`src/csf_pkg.sv`:
```
// Types, codes and constants of the CSV field splitter.
package csf_pkg;

   localparam int CHAR_W = 8;
   localparam int KIND_W = 2;
   localparam int CSR_IDX_W = 2;

   // Result kinds.
   localparam logic [KIND_W-1:0] KIND_CHAR      = 2'd0;
   localparam logic [KIND_W-1:0] KIND_FIELD_END = 2'd1;
   localparam logic [KIND_W-1:0] KIND_MISSING   = 2'd2;
   localparam logic [KIND_W-1:0] KIND_LINE_END  = 2'd3;

   // Input commands.
   localparam logic CMD_CHAR     = 1'b0;
   localparam logic CMD_LINE_END = 1'b1;

   // Configuration register indexes.
   localparam logic [CSR_IDX_W-1:0] CSR_SEPARATOR = 2'd0;
   localparam logic [CSR_IDX_W-1:0] CSR_QUOTE     = 2'd1;
   localparam logic [CSR_IDX_W-1:0] CSR_ESCAPE    = 2'd2;

   // Reset values of the configuration registers.
   localparam logic [CHAR_W-1:0] SEPARATOR_RESET = 8'd44;
   localparam logic [CHAR_W-1:0] QUOTE_RESET     = 8'd34;
   localparam logic [CHAR_W-1:0] ESCAPE_RESET    = 8'd92;

   // Result queue geometry.
   localparam int QUEUE_DEPTH = 4;
   localparam int QPTR_W      = $clog2(QUEUE_DEPTH);
   localparam int QCNT_W      = $clog2(QUEUE_DEPTH + 1);

   typedef struct packed {
      logic [KIND_W-1:0] kind;
      logic [CHAR_W-1:0] char_out;
      logic              unclosed_quote;
      logic              last_of_run;
   } tok_type;

   typedef struct packed {
      logic [1:0] count;
      tok_type    tok0;
      tok_type    tok1;
   } tok_pair_type;

   typedef struct packed {
      logic in_quotes;
      logic escape_pending;
      logic field_has_content;
      logic after_separator;
   } parse_state_type;

   typedef struct packed {
      logic [CHAR_W-1:0] separator_byte;
      logic [CHAR_W-1:0] quote_byte;
      logic [CHAR_W-1:0] escape_byte;
   } csr_type;

endpackage

```
`src/csf_req_if.sv`:
```
// Input byte channel of the CSV field splitter.
interface csf_req_if;
   logic                      valid;
   logic                      ready;
   logic                      cmd;
   logic [csf_pkg::CHAR_W-1:0] char_in;

   modport source (output valid, output cmd, output char_in, input ready);
   modport sink (input valid, input cmd, input char_in, output ready);
endinterface

```
`src/csf_rsp_if.sv`:
```
// Result token channel of the CSV field splitter.
interface csf_rsp_if;
   logic                      valid;
   logic                      ready;
   logic [csf_pkg::KIND_W-1:0] kind;
   logic [csf_pkg::CHAR_W-1:0] char_out;
   logic                      unclosed_quote;
   logic                      last_of_run;

   modport source (output valid, output kind, output char_out, output unclosed_quote,
                   output last_of_run, input ready);
   modport sink (input valid, input kind, input char_out, input unclosed_quote,
                 input last_of_run, output ready);
endinterface

```
`src/csf_csr_if.sv`:
```
// Configuration write channel of the CSV field splitter.
interface csf_csr_if;
   logic                         valid;
   logic                         ready;
   logic [csf_pkg::CSR_IDX_W-1:0] index;
   logic [csf_pkg::CHAR_W-1:0]    data;

   modport source (output valid, output index, output data, input ready);
   modport sink (input valid, input index, input data, output ready);
endinterface

```
`src/csf_decode.sv`:
```
// Token decode: turns one byte or end-of-line beat into tokens and the next parse state.
module csf_decode (
   input  logic                      cmd,
   input  logic [csf_pkg::CHAR_W-1:0] char_in,
   input  csf_pkg::csr_type          csr,
   input  csf_pkg::parse_state_type  state,
   output csf_pkg::tok_pair_type     toks,
   output csf_pkg::parse_state_type  state_next
);
   import csf_pkg::*;

   tok_type blank_tok;

   assign blank_tok = '{kind: KIND_CHAR, char_out: '0, unclosed_quote: 1'b0,
                        last_of_run: 1'b0};

   // Escape is tested first, then quote, then separator.
   always_comb begin
      toks       = '{count: 2'd0, tok0: blank_tok, tok1: blank_tok};
      state_next = state;
      if (cmd == CMD_LINE_END) begin
         // Close an open field or flag a trailing missing field, then end the line.
         if (state.field_has_content || state.after_separator) begin
            toks.count           = 2'd2;
            toks.tok0.kind       = state.field_has_content ? KIND_FIELD_END : KIND_MISSING;
            toks.tok1.kind       = KIND_LINE_END;
            toks.tok1.unclosed_quote = state.in_quotes;
            toks.tok1.last_of_run    = 1'b1;
         end else begin
            toks.count           = 2'd1;
            toks.tok0.kind       = KIND_LINE_END;
            toks.tok0.unclosed_quote = state.in_quotes;
            toks.tok0.last_of_run    = 1'b1;
         end
         state_next = '0;
      end else begin
         priority if (state.escape_pending) begin
            toks.count                   = 2'd1;
            toks.tok0.char_out           = char_in;
            toks.tok0.last_of_run        = 1'b1;
            state_next.escape_pending    = 1'b0;
            state_next.after_separator   = 1'b0;
            state_next.field_has_content = 1'b1;
         end else if (char_in == csr.escape_byte) begin
            state_next.escape_pending  = 1'b1;
            state_next.after_separator = 1'b0;
         end else if (char_in == csr.quote_byte) begin
            state_next.in_quotes       = !state.in_quotes;
            state_next.after_separator = 1'b0;
         end else if (char_in == csr.separator_byte && !state.in_quotes) begin
            toks.count                   = 2'd1;
            toks.tok0.kind               = state.field_has_content ? KIND_FIELD_END
                                                                   : KIND_MISSING;
            toks.tok0.last_of_run        = 1'b1;
            state_next.field_has_content = 1'b0;
            state_next.after_separator   = 1'b1;
         end else begin
            toks.count                   = 2'd1;
            toks.tok0.char_out           = char_in;
            toks.tok0.last_of_run        = 1'b1;
            state_next.field_has_content = 1'b1;
            state_next.after_separator   = 1'b0;
         end
      end
   end
endmodule

```
`src/csf_token_queue.sv`:
```
// Small result queue: takes up to two tokens a cycle, delivers one beat a cycle while out_ready is high.
module csf_token_queue (
   input  logic             clock,
   input  logic             reset,
   input  logic [1:0]       push_count,
   input  csf_pkg::tok_type push_tok0,
   input  csf_pkg::tok_type push_tok1,
   output logic             room_two,
   output logic             out_valid,
   input  logic             out_ready,
   output csf_pkg::tok_type out_tok
);
   import csf_pkg::*;

   tok_type             entry_ff [QUEUE_DEPTH];
   logic [QPTR_W-1:0]   wr_ptr_ff;
   logic [QPTR_W-1:0]   wr_ptr_in;
   logic [QPTR_W-1:0]   wr_ptr_next;
   logic [QPTR_W-1:0]   rd_ptr_ff;
   logic [QPTR_W-1:0]   rd_ptr_in;
   logic [QCNT_W-1:0]   count_ff;
   logic [QCNT_W-1:0]   count_in;
   logic                pop;

   assign pop         = out_valid && out_ready;
   assign out_valid   = (count_ff != '0);
   assign out_tok     = entry_ff[rd_ptr_ff];
   assign room_two    = (count_ff <= QCNT_W'(QUEUE_DEPTH - 2));
   assign wr_ptr_next = QPTR_W'(wr_ptr_ff + 1'b1);

   // Pointer and fill count updates.
   always_comb begin
      wr_ptr_in = QPTR_W'(wr_ptr_ff + QPTR_W'(push_count));
      rd_ptr_in = pop ? QPTR_W'(rd_ptr_ff + 1'b1) : rd_ptr_ff;
      count_in  = QCNT_W'(count_ff + QCNT_W'(push_count) - QCNT_W'(pop));
   end

   always_ff @(posedge clock) begin
      if (reset) begin
         wr_ptr_ff <= '0;
         rd_ptr_ff <= '0;
         count_ff  <= '0;
      end else begin
         wr_ptr_ff <= wr_ptr_in;
         rd_ptr_ff <= rd_ptr_in;
         count_ff  <= count_in;
      end
   end

   // Token storage: first token at the write pointer, second right after it.
   always_ff @(posedge clock) begin
      if (push_count != 2'd0) begin
         entry_ff[wr_ptr_ff] <= push_tok0;
      end
      if (push_count == 2'd2) begin
         entry_ff[wr_ptr_next] <= push_tok1;
      end
   end
endmodule

```
`src/csv_field_splitter.sv`:
```
// Top level of the CSV field splitter: input register, parse state, decode and result queue.
//
//   channel   dir   beat contents                                   accepted when
//   req_if    in    cmd, char_in                                    valid && ready
//   rsp_if    out   kind, char_out, unclosed_quote, last_of_run     valid && ready
//   csr_if    in    index, data (separator, quote, escape bytes)    valid && ready
//
// A byte beat is decoded from the input register in the cycle after it is taken; its tokens
// enter the result queue once it has room and reach rsp_if from the queue's registers.
// The input register advances only when the four-entry result queue has room for two tokens;
// with room, one input beat is taken every cycle. The single-token output port gives one token
// per cycle while rsp_if.ready is high, so a two-token end-of-line beat takes two beats.
// Reset is synchronous; it clears the parse state and the queue and returns the configuration
// registers to their default bytes.
// Configuration writes are always accepted and take effect on the next cycle.
module csv_field_splitter (
   input logic        clock,
   input logic        reset,
   csf_req_if.sink    req_if,
   csf_rsp_if.source  rsp_if,
   csf_csr_if.sink    csr_if
);
   import csf_pkg::*;

   csr_type           csr_ff;
   csr_type           csr_in;
   parse_state_type   state_ff;
   parse_state_type   state_in;
   parse_state_type   state_next;
   logic              s1_valid_ff;
   logic              s1_valid_in;
   logic              s1_cmd_ff;
   logic [CHAR_W-1:0] s1_char_ff;
   logic              accept;
   logic              advance;
   logic              room_two;
   logic [1:0]        push_count;
   tok_pair_type      toks;
   tok_type           out_tok;

   // Configuration registers; an index past the list is ignored.
   assign csr_if.ready = 1'b1;

   always_comb begin
      csr_in = csr_ff;
      if (csr_if.valid) begin
         unique case (csr_if.index)
            CSR_SEPARATOR: csr_in.separator_byte = csr_if.data;
            CSR_QUOTE:     csr_in.quote_byte     = csr_if.data;
            CSR_ESCAPE:    csr_in.escape_byte    = csr_if.data;
            default:       csr_in                = csr_ff;
         endcase
      end
   end

   always_ff @(posedge clock) begin
      if (reset) begin
         csr_ff <= '{separator_byte: SEPARATOR_RESET, quote_byte: QUOTE_RESET,
                     escape_byte: ESCAPE_RESET};
      end else begin
         csr_ff <= csr_in;
      end
   end

   // Input register: holds one beat until the queue has room for its tokens.
   assign advance      = s1_valid_ff && room_two;
   assign req_if.ready = !s1_valid_ff || advance;
   assign accept       = req_if.valid && req_if.ready;
   assign s1_valid_in  = accept || (s1_valid_ff && !advance);

   always_ff @(posedge clock) begin
      if (reset) begin
         s1_valid_ff <= 1'b0;
      end else begin
         s1_valid_ff <= s1_valid_in;
      end
   end

   always_ff @(posedge clock) begin
      if (accept) begin
         s1_cmd_ff  <= req_if.cmd;
         s1_char_ff <= req_if.char_in;
      end
   end

   // Decode against the current parse state.
   csf_decode u_decode (
      .cmd        (s1_cmd_ff),
      .char_in    (s1_char_ff),
      .csr        (csr_ff),
      .state      (state_ff),
      .toks       (toks),
      .state_next (state_next)
   );

   assign state_in   = advance ? state_next : state_ff;
   assign push_count = advance ? toks.count : 2'd0;

   always_ff @(posedge clock) begin
      if (reset) begin
         state_ff <= '0;
      end else begin
         state_ff <= state_in;
      end
   end

   // Result queue feeding the output channel.
   csf_token_queue u_queue (
      .clock      (clock),
      .reset      (reset),
      .push_count (push_count),
      .push_tok0  (toks.tok0),
      .push_tok1  (toks.tok1),
      .room_two   (room_two),
      .out_valid  (rsp_if.valid),
      .out_ready  (rsp_if.ready),
      .out_tok    (out_tok)
   );

   assign rsp_if.kind           = out_tok.kind;
   assign rsp_if.char_out       = out_tok.char_out;
   assign rsp_if.unclosed_quote = out_tok.unclosed_quote;
   assign rsp_if.last_of_run    = out_tok.last_of_run;
endmodule

```
`src/flat_wrapper.sv`:
```
// flat-port wrapper written by rule: the top's interface ports become plain ports
module csv_field_splitter_flat import csf_pkg::*;
  (clock, reset, req_if_valid, req_if_cmd, req_if_char_in, req_if_ready, rsp_if_valid, rsp_if_kind, rsp_if_char_out, rsp_if_unclosed_quote, rsp_if_last_of_run, rsp_if_ready, csr_if_valid, csr_if_index, csr_if_data, csr_if_ready);
  csf_req_if req_if_i ();
  csf_rsp_if rsp_if_i ();
  csf_csr_if csr_if_i ();
  input logic clock;
  input logic reset;
  input wire logic [$bits(req_if_i.valid)-1:0] req_if_valid;
  input wire logic [$bits(req_if_i.cmd)-1:0] req_if_cmd;
  input wire logic [$bits(req_if_i.char_in)-1:0] req_if_char_in;
  output wire logic [$bits(req_if_i.ready)-1:0] req_if_ready;
  output wire logic [$bits(rsp_if_i.valid)-1:0] rsp_if_valid;
  output wire logic [$bits(rsp_if_i.kind)-1:0] rsp_if_kind;
  output wire logic [$bits(rsp_if_i.char_out)-1:0] rsp_if_char_out;
  output wire logic [$bits(rsp_if_i.unclosed_quote)-1:0] rsp_if_unclosed_quote;
  output wire logic [$bits(rsp_if_i.last_of_run)-1:0] rsp_if_last_of_run;
  input wire logic [$bits(rsp_if_i.ready)-1:0] rsp_if_ready;
  input wire logic [$bits(csr_if_i.valid)-1:0] csr_if_valid;
  input wire logic [$bits(csr_if_i.index)-1:0] csr_if_index;
  input wire logic [$bits(csr_if_i.data)-1:0] csr_if_data;
  output wire logic [$bits(csr_if_i.ready)-1:0] csr_if_ready;
  assign req_if_i.valid = req_if_valid;
  assign req_if_i.cmd = req_if_cmd;
  assign req_if_i.char_in = req_if_char_in;
  assign req_if_ready = req_if_i.ready;
  assign rsp_if_valid = rsp_if_i.valid;
  assign rsp_if_kind = rsp_if_i.kind;
  assign rsp_if_char_out = rsp_if_i.char_out;
  assign rsp_if_unclosed_quote = rsp_if_i.unclosed_quote;
  assign rsp_if_last_of_run = rsp_if_i.last_of_run;
  assign rsp_if_i.ready = rsp_if_ready;
  assign csr_if_i.valid = csr_if_valid;
  assign csr_if_i.index = csr_if_index;
  assign csr_if_i.data = csr_if_data;
  assign csr_if_ready = csr_if_i.ready;
  csv_field_splitter u_core (.clock(clock), .reset(reset), .req_if(req_if_i), .rsp_if(rsp_if_i), .csr_if(csr_if_i));
endmodule
```
`config.mk`:
```
export PLATFORM = sky130hd
export DESIGN_NAME = csv_field_splitter_flat
export DESIGN_NICKNAME = d
export VERILOG_FILES = /design/src/csf_pkg.sv /design/src/csf_req_if.sv /design/src/csf_rsp_if.sv /design/src/csf_csr_if.sv /design/src/csf_decode.sv /design/src/csf_token_queue.sv /design/src/csv_field_splitter.sv /design/src/flat_wrapper.sv
export SDC_FILE = /design/constraint.sdc
export NUM_CORES = 1
export LEC_CHECK = 0
export BUFFER_PORTS_ARGS = -buffer_cell sky130_fd_sc_hd__buf_2
export CORE_MARGIN = 4
export CORE_UTILIZATION = 30
export DETAILED_ROUTE_END_ITERATION = 12
export PLACE_DENSITY_LB_ADDON = 0.08
export SYNTH_ARGS = -nofsm -noshare
export SYNTH_HDL_FRONTEND = slang
export SYNTH_SLANG_ARGS = --single-unit
export TNS_END_PERCENT = 20
```
`constraint.sdc`:
```
create_clock -name clock -period 3.7 [get_ports clock]
set_clock_uncertainty 0.1 [all_clocks]
set_input_delay 0.37 -clock clock [delete_from_list [all_inputs] [get_ports clock]]
set_output_delay 0.37 -clock clock [all_outputs]
set_load 0.02 [all_outputs]
```
## Yosys cells after proc, flatten, opt, wreduce, memory -nomap -nowiden

Memories as Yosys holds them, arrays and structs flattened. A register that Yosys moved wholly into a read port is not among the register bits.
Index checks and enable logic that the tools add are counted.

| storage, ports and cells | value |
|---|---|
| memory bits (writable) | 48 |
| word-level logic and storage cells | 89 |
| flip-flop bits (word level) | 45 |
| memories kept | 1 |

Memory list:

| name | depth | bits a word | rd ports | clocked after memory_dff | wr ports | line | RTL |
|---|---|---|---|---|---|---|---|
| u_core.u_queue.entry_ff | 4 | 12 | 1 | 1 | 2 | csf_token_queue.sv:15 | `tok_type entry_ff [QUEUE_DEPTH];` |

| operators by class | value |
|---|---|
| mux-type cells | 39 |
| magnitude comparators | 1 |
| add/subtract/negate cells | 5 |
| reduce and logical (&&, ||, !) cells | 20 |
| equality and inequality tests | 10 |

Operators with widths:

| cell | number |
|---|---|
| $eq 8x8->1 | 3 |
| $mux 2 | 12 |
| $mux 8 | 3 |
| $mux 11 | 2 |
| $mux 1 | 18 |
| $mux 4 | 3 |
| $ne 3x1->1 const B | 2 |
| $reduce_and 2->1 | 3 |
| $logic_and 1x1->1 | 5 |
| $add 2x1->2 const B | 2 |
| $eq 2x2->1 const B | 2 |
| $reduce_and 4->1 | 1 |
| $reduce_bool 2->1 | 2 |
| $add 3x2->3 | 1 |
| $le 3x2->1 const B | 1 |
| $logic_not 1->1 | 3 |
| $logic_or 1x1->1 | 3 |
| $mux 3 | 1 |
| $reduce_and 3->1 | 1 |
| $reduce_bool 3->1 | 1 |
| $sub 3x1->3 | 1 |
| $add 2x2->2 | 1 |
| $eq 2x1->1 const B | 1 |
| $logic_not 2->1 | 1 |
| other kinds (2) | 2 |

## Logic depth before layout (Yosys ltp)

| logic depth | value |
|---|---|
| depth in word-level cells | 11 |
| gate-level depth with buffers | 13 |
| depth with buffers taken out | 13 |

## Cells and area by module

A second synthesis with hierarchy kept.

| unflattened totals | value |
|---|---|
| cell total of the unflattened synthesis | 380 |
| area, all modules | 5016.1 um^2 |

By module, submodules not included:

| module | area an instance (um^2) | times used | cells an instance |
|---|---|---|---|
| csf_token_queue | 2951.6 | 1 | 167 |
| csv_field_splitter | 1498.9 | 1 | 134 |
| csf_decode | 565.5 | 1 | 79 |

## Worst setup path before layout

Ideal clock, no wire load.

| path | value |
|---|---|
| path type | reg-to-reg |
| start | reg u_core.s1_char_ff[2] |
| end | reg u_core.u_queue.count_ff[2] |
| clock period less this slack | 2646 ps |
| slack | 1054 ps |
| data required time | 3472 ps |
| stages on the path, launching flop included | 14 |
| path buffers | 0 |
| arrival time | 2418 ps |
| library setup time | 128 ps |
| path through | edfxtp_1 > xnor2_1 > nand4_1 > nor2_2 > o21ai_4 > nand3_1 > ha_1 > inv_1 > ha_1 > inv_1 > fa_1 > xnor2_1 > xnor2_1 > nor2_1 |

| between the ends | value |
|---|---|
| cells in the longest elaborated chain, start to end | 8 |
| elaborated cells on any way between the ends | 9 |
| those cells by class | add/sub (2); eq/ne (2); mux (5) |

RTL lines:

| what | line | RTL |
|---|---|---|
| from (decl) | csv_field_splitter.sv:33 | `logic [CHAR_W-1:0] s1_char_ff;` |
| from (signal assigned) | csv_field_splitter.sv:82 | `s1_char_ff <= req_if.char_in;` |
| $eq 8x8->1 | csf_decode.sv:47 | `end else if (char_in == csr.quote_byte) begin` |
| $mux 11 | csf_decode.sv:47 |  |
| $mux 11 (*) | csf_decode.sv:44 | `end else if (char_in == csr.escape_byte) begin` |
| $mux 1 (*) | csf_decode.sv:37 | `priority if (state.escape_pending) begin` |
| $mux 4 (*) | csf_decode.sv:21 | `if (cmd == CMD_LINE_END) begin` |
| $mux 2 (*) | csv_field_splitter.sv:97 | `assign push_count = advance ? toks.count : 2'd0;` |
| $add 3x2->3 (*) | csf_token_queue.sv:35 | `count_in = QCNT_W'(count_ff + QCNT_W'(push_count) - QCNT_W'(pop));` |
| $sub 3x1->3 (*) | csf_token_queue.sv:35 |  |
| to (signal assigned) | csf_token_queue.sv:46 | `count_ff <= count_in;` |
| to (decl) | csf_token_queue.sv:21 | `logic [QCNT_W-1:0] count_ff;` |

Mark *: on every way between the ends. The rest lies on a longest branch, timed or not.
A chain may end at the register's enable or synchronous reset.

## Worst setup path in the final report

| path | value |
|---|---|
| start | reg u_core.s1_char_ff[0] |
| end | reg u_core.u_queue.count_ff[2] |

The elaborated chain is that of the path after synthesis.

==> reports/qor.yml <==
critical_path:
  crit_top_cell: "xnor2_1"
  r2r_start: "u_core.s1_char_ff[0]$_DFFE_PP_"
  worstPathArrival_ps: 3030
  end_kind: "register"
  worstReg2RegEnd: "u_core.u_queue.count_ff[2]$_SDFF_PP0_"
  crit_fanout: 8
  cp_cell_sequence: "xnor2_1, nand4_1, nor2_2, o21ai_4, nand3_1, ha_1, inv_1, ha_1, inv_1, fa_1, xnor2_1, xnor2_1, nor2_1"
  crit_path_start_kind: "register"
  path_class: "register to register"
  cp_slowest_cell: "edfxtp_1"
  r2r_cells: 13
  crit_required_ps: 3810
  critPathBufInv: 2
  cp_slowest_stage_delay_ps: 470
  cp_top_family: "adder cells"
  worst-r2r-setup-slack_ps: 780
die:
  core_sq_um: 13930
  std_cell_rows: 43
  fp.dieH_um: 127.3
  num_io_pins: 39
  die_x_um: 127.3
  die-area_sq_um: 16210
  start_util_pct: 30.65
clock_network:
  numCtsBuffers: 9
  cts_resized: 0
  cts_sinks: 95
  cts_tree: "yes"
  cts_setup_buffers: 0
  clk_latency_ps: 350
  clk_pin_slew_worst_paths_ps: 70
  cts_htree_levels: 3
  cts_buffer_depth: 2
  root_buffer: "clkbuf_16"
  hold_buffers: 0
cells_and_area:
  final_layout_size_suffix_gt1_share_pct: 19.20
  finalInstanceArea_sq_um: 4918
  area_delta_synth_final_pct: 15.18
  nets: 451
  final_cells: 607
  fillers: 1392
  n_antenna_cell: 0
logic_synthesis:
  synth.ff_latch_count: 95
  synth_top_area_share_pct: 32.82
  synth.cell_area_sq_um: 4270
  yosysSeqAreaShare_pct: 50.40
  synthesis.nets: 420
  syn_inst: 391
  async_flop_share_pct: 0
  ys_warn_count: 0
  ys.flop_type: "dfxtp_1"
  synth_cell_type_count: 48
  synth.avg_cell_area_sq_um: 10.92
  synth.top_cells.by_area: "dfxtp_1 33%, edfxtp_1 18%, mux2i_1 11%, mux4_2 6.3%, xnor2_1 4.3%"
  synth_edf_count: 25
  yosys.area.top_type: "dfxtp_1"
min_path:
  hold_class: "primary input to register"
  hold_start: "req_if_char_in[2]"
  hold_end: "u_core.s1_char_ff[2]$_DFFE_PP_"
  hold_path_depth: 1
run:
  maxCapViolCount: 0
placed_design:
  gp_congestion: 0.8010
  io_buffers: 37
  dpl.hpwl_mm: 7.316
  dpl.cell_count: 591
  post_dp_cell_area_sq_um: 4619
power:
  vdd_drop_max_mv: 0.2078
  p_leak_nw: 2.082
  power.density_nw_per_um2: 627.4
global_routing:
  grt_pass1_wl_mm: 16.53
  grt-ovfl-total: 0
  grt_use_total_pct: 13.55
  antenna_found_initial: 0
  grt_start_max_net_pins: 38
  first_global_vias: 2934
drt:
  detail-route-antenna-nets: 0
  via_per_inst: 4.712
  drc: 0
  dr.pass1.iters: 4
  num_vias: 2860
  wire_per_inst_um: 16.92
  routed_wl_mm: 10.27
  drtIter0Drc: 90
run_status:
  status: "completed"
timing:
  setup_viol: 0
  slew_headroom_pct: 37.35
  period_share_pct: 78.90
  finalSetupTns_ps: 0
  finalMaxSlewViolations: 0
  fmax_mhz: 342.6
  worst_slew_pin_slew_ps: 935.7
  min_period_ps: 2919
  rsz0062_at_grt: "no"
  hold_viol: 0
-- how the worst max path moves through the flow --
stage	startpoint	to	slack, ps	cells after the start
finish	u_core.s1_char_ff[0]$_DFFE_PP_	u_core.u_queue.count_ff[2]$_SDFF_PP0_	780	13
global route	u_core.s1_char_ff[4]$_DFFE_PP_	u_core.u_queue.count_ff[2]$_SDFF_PP0_	490	13
CTS	u_core.s1_char_ff[0]$_DFFE_PP_	u_core.u_queue.count_ff[2]$_SDFF_PP0_	760	13
detailed placement	u_core.s1_char_ff[0]$_DFFE_PP_	u_core.u_queue.count_ff[2]$_SDFF_PP0_	780	13
global placement	u_core.s1_char_ff[2]$_DFFE_PP_	u_core.u_queue.count_ff[2]$_SDFF_PP0_	830	13
floorplan	u_core.s1_char_ff[2]$_DFFE_PP_	u_core.u_queue.count_ff[2]$_SDFF_PP0_	1050	13
-- routing by layer --
layer	GRT usage [%]	vias up	part of all wire [%]	wire length, um
met5	0	-	0	0
met4	4.606	0	1.2	126
met3	3.721	10	4.0	407
met2	21.74	49	48	4936
met1	17.67	1377	47	4798
li1	-	1424	-	-
-- synthesized netlist by cell type (7+ instances only) --
| master | instances |
|---|---|
| nand2_1 | 45 |
| xor2_1 | 10 |
| a211o_1 | 9 |
| nand3_1 | 16 |
| mux4_2 | 12 |
| nor2_1 | 34 |
| inv_1 | 12 |
| clkbuf_1 | 14 |
| dfxtp_1 | 70 |
| xnor2_1 | 21 |
| edfxtp_1 | 25 |
| nor2b_1 | 7 |
| mux2i_1 | 45 |
| o21ai_0 | 8 |
-- cell usage in the layout (no fill, tap or decap), types with 2 or more instances in the layout --
master     netlist  final
nor2_1          34     34
nand3b_1         3      3
nor3_1           2      2
buf_4            5      5
a21boi_0         2      2
a211oi_1         2      2
buf_2            2     37
nand2_1         45     45
xor2_1          10     10
ha_1             4      4
dfxtp_1         70     70
nand2b_1         2      2
o21ai_1          3      3
nor2_2           2      2
a21oi_1          6      6
clkbuf_16        0      9
xnor2_1         21     21
nor2b_1          7      7
mux4_2          12     12
a211o_1          9      9
inv_1           12     12
clkinv_2         0      2
nand4_1          5      5
mux2i_1         45     45
o21ai_0          8      8
and2_1           3      3
edfxtp_1        25     25
nand3_1         16     16
-- report_power, final --
part | switching (mW) | total [mW] | internal (mW)
combinational | 0.374 | 0.732 | 0.358
clock | 0.411 | 0.954 | 0.543
sequential | 0.151 | 1.40 | 1.25
total | 0.936 | 3.09 | 2.15
-- per-stage QoR --
step           utilization (%)  power (mW)  setup WS (ps)  hold slack (ps)
3_3_place_gp             33.15       2.163          830.8            344.0
5_1_grt                  35.30       3.274          491.8            85.26
4_1_cts                  35.30       3.144          760.7            76.12
2_1_floorplan                -       1.954           1054            335.3
6_report                 35.30       3.086          780.9            92.20
3_5_place_dp             33.15       2.177          776.7            352.5
-- state kept, by name, summed over array words and instances (netlist names), named ones only --
name                      count
u_core.u_queue.entry_ff      48
u_core.csr_ff                24
u_core.s1_char_ff             8
u_core.state_ff               4
u_core.u_queue.count_ff       3
u_core.u_queue.rd_ptr_ff      2
u_core.u_queue.wr_ptr_ff      2
u_core.s1_cmd_ff              1
u_core.s1_valid_ff            1
-- layout make-up --
class	count	area (sq um)	area share, %
Sequential cell	95	2152	43.75
Clock buffer	11	242.7	4.935
Clock inverter	5	56.30	1.145
Tap cell	180	225.2	4.579
Multi-Input combinational cell	262	1974	40.14
Timing Repair Buffer	42	222.7	4.528
Inverter	12	45.04	0.9158
-- worst reg2reg max path: stages (launching register included) --
cell,delay (ps)
edfxtp_1,470
xnor2_1,190
nand4_1,160
nor2_2,330
o21ai_4,150
nand3_1,190
ha_1,260
inv_1,50
ha_1,130
inv_1,50
fa_1,370
xnor2_1,170
xnor2_1,130
nor2_1,50
-- cells by family (layout without fill, tap and decap cells) --
logic type	count (synthesis)	count (layout)	share of synthesized area, %
and+or+nand+nor	129	129	14.50
DFF	95	95	50.40
muxes	58	58	17.14
AOI/OAI and AO/OA	38	38	6.388
buffers and inverters	34	70	3.487
xor gates and xnor gates	31	31	6.358
adders and majority gates	5	5	1.641
other	1	1	0.08781
No activity file was read; power rests on OpenSTA's default activity.
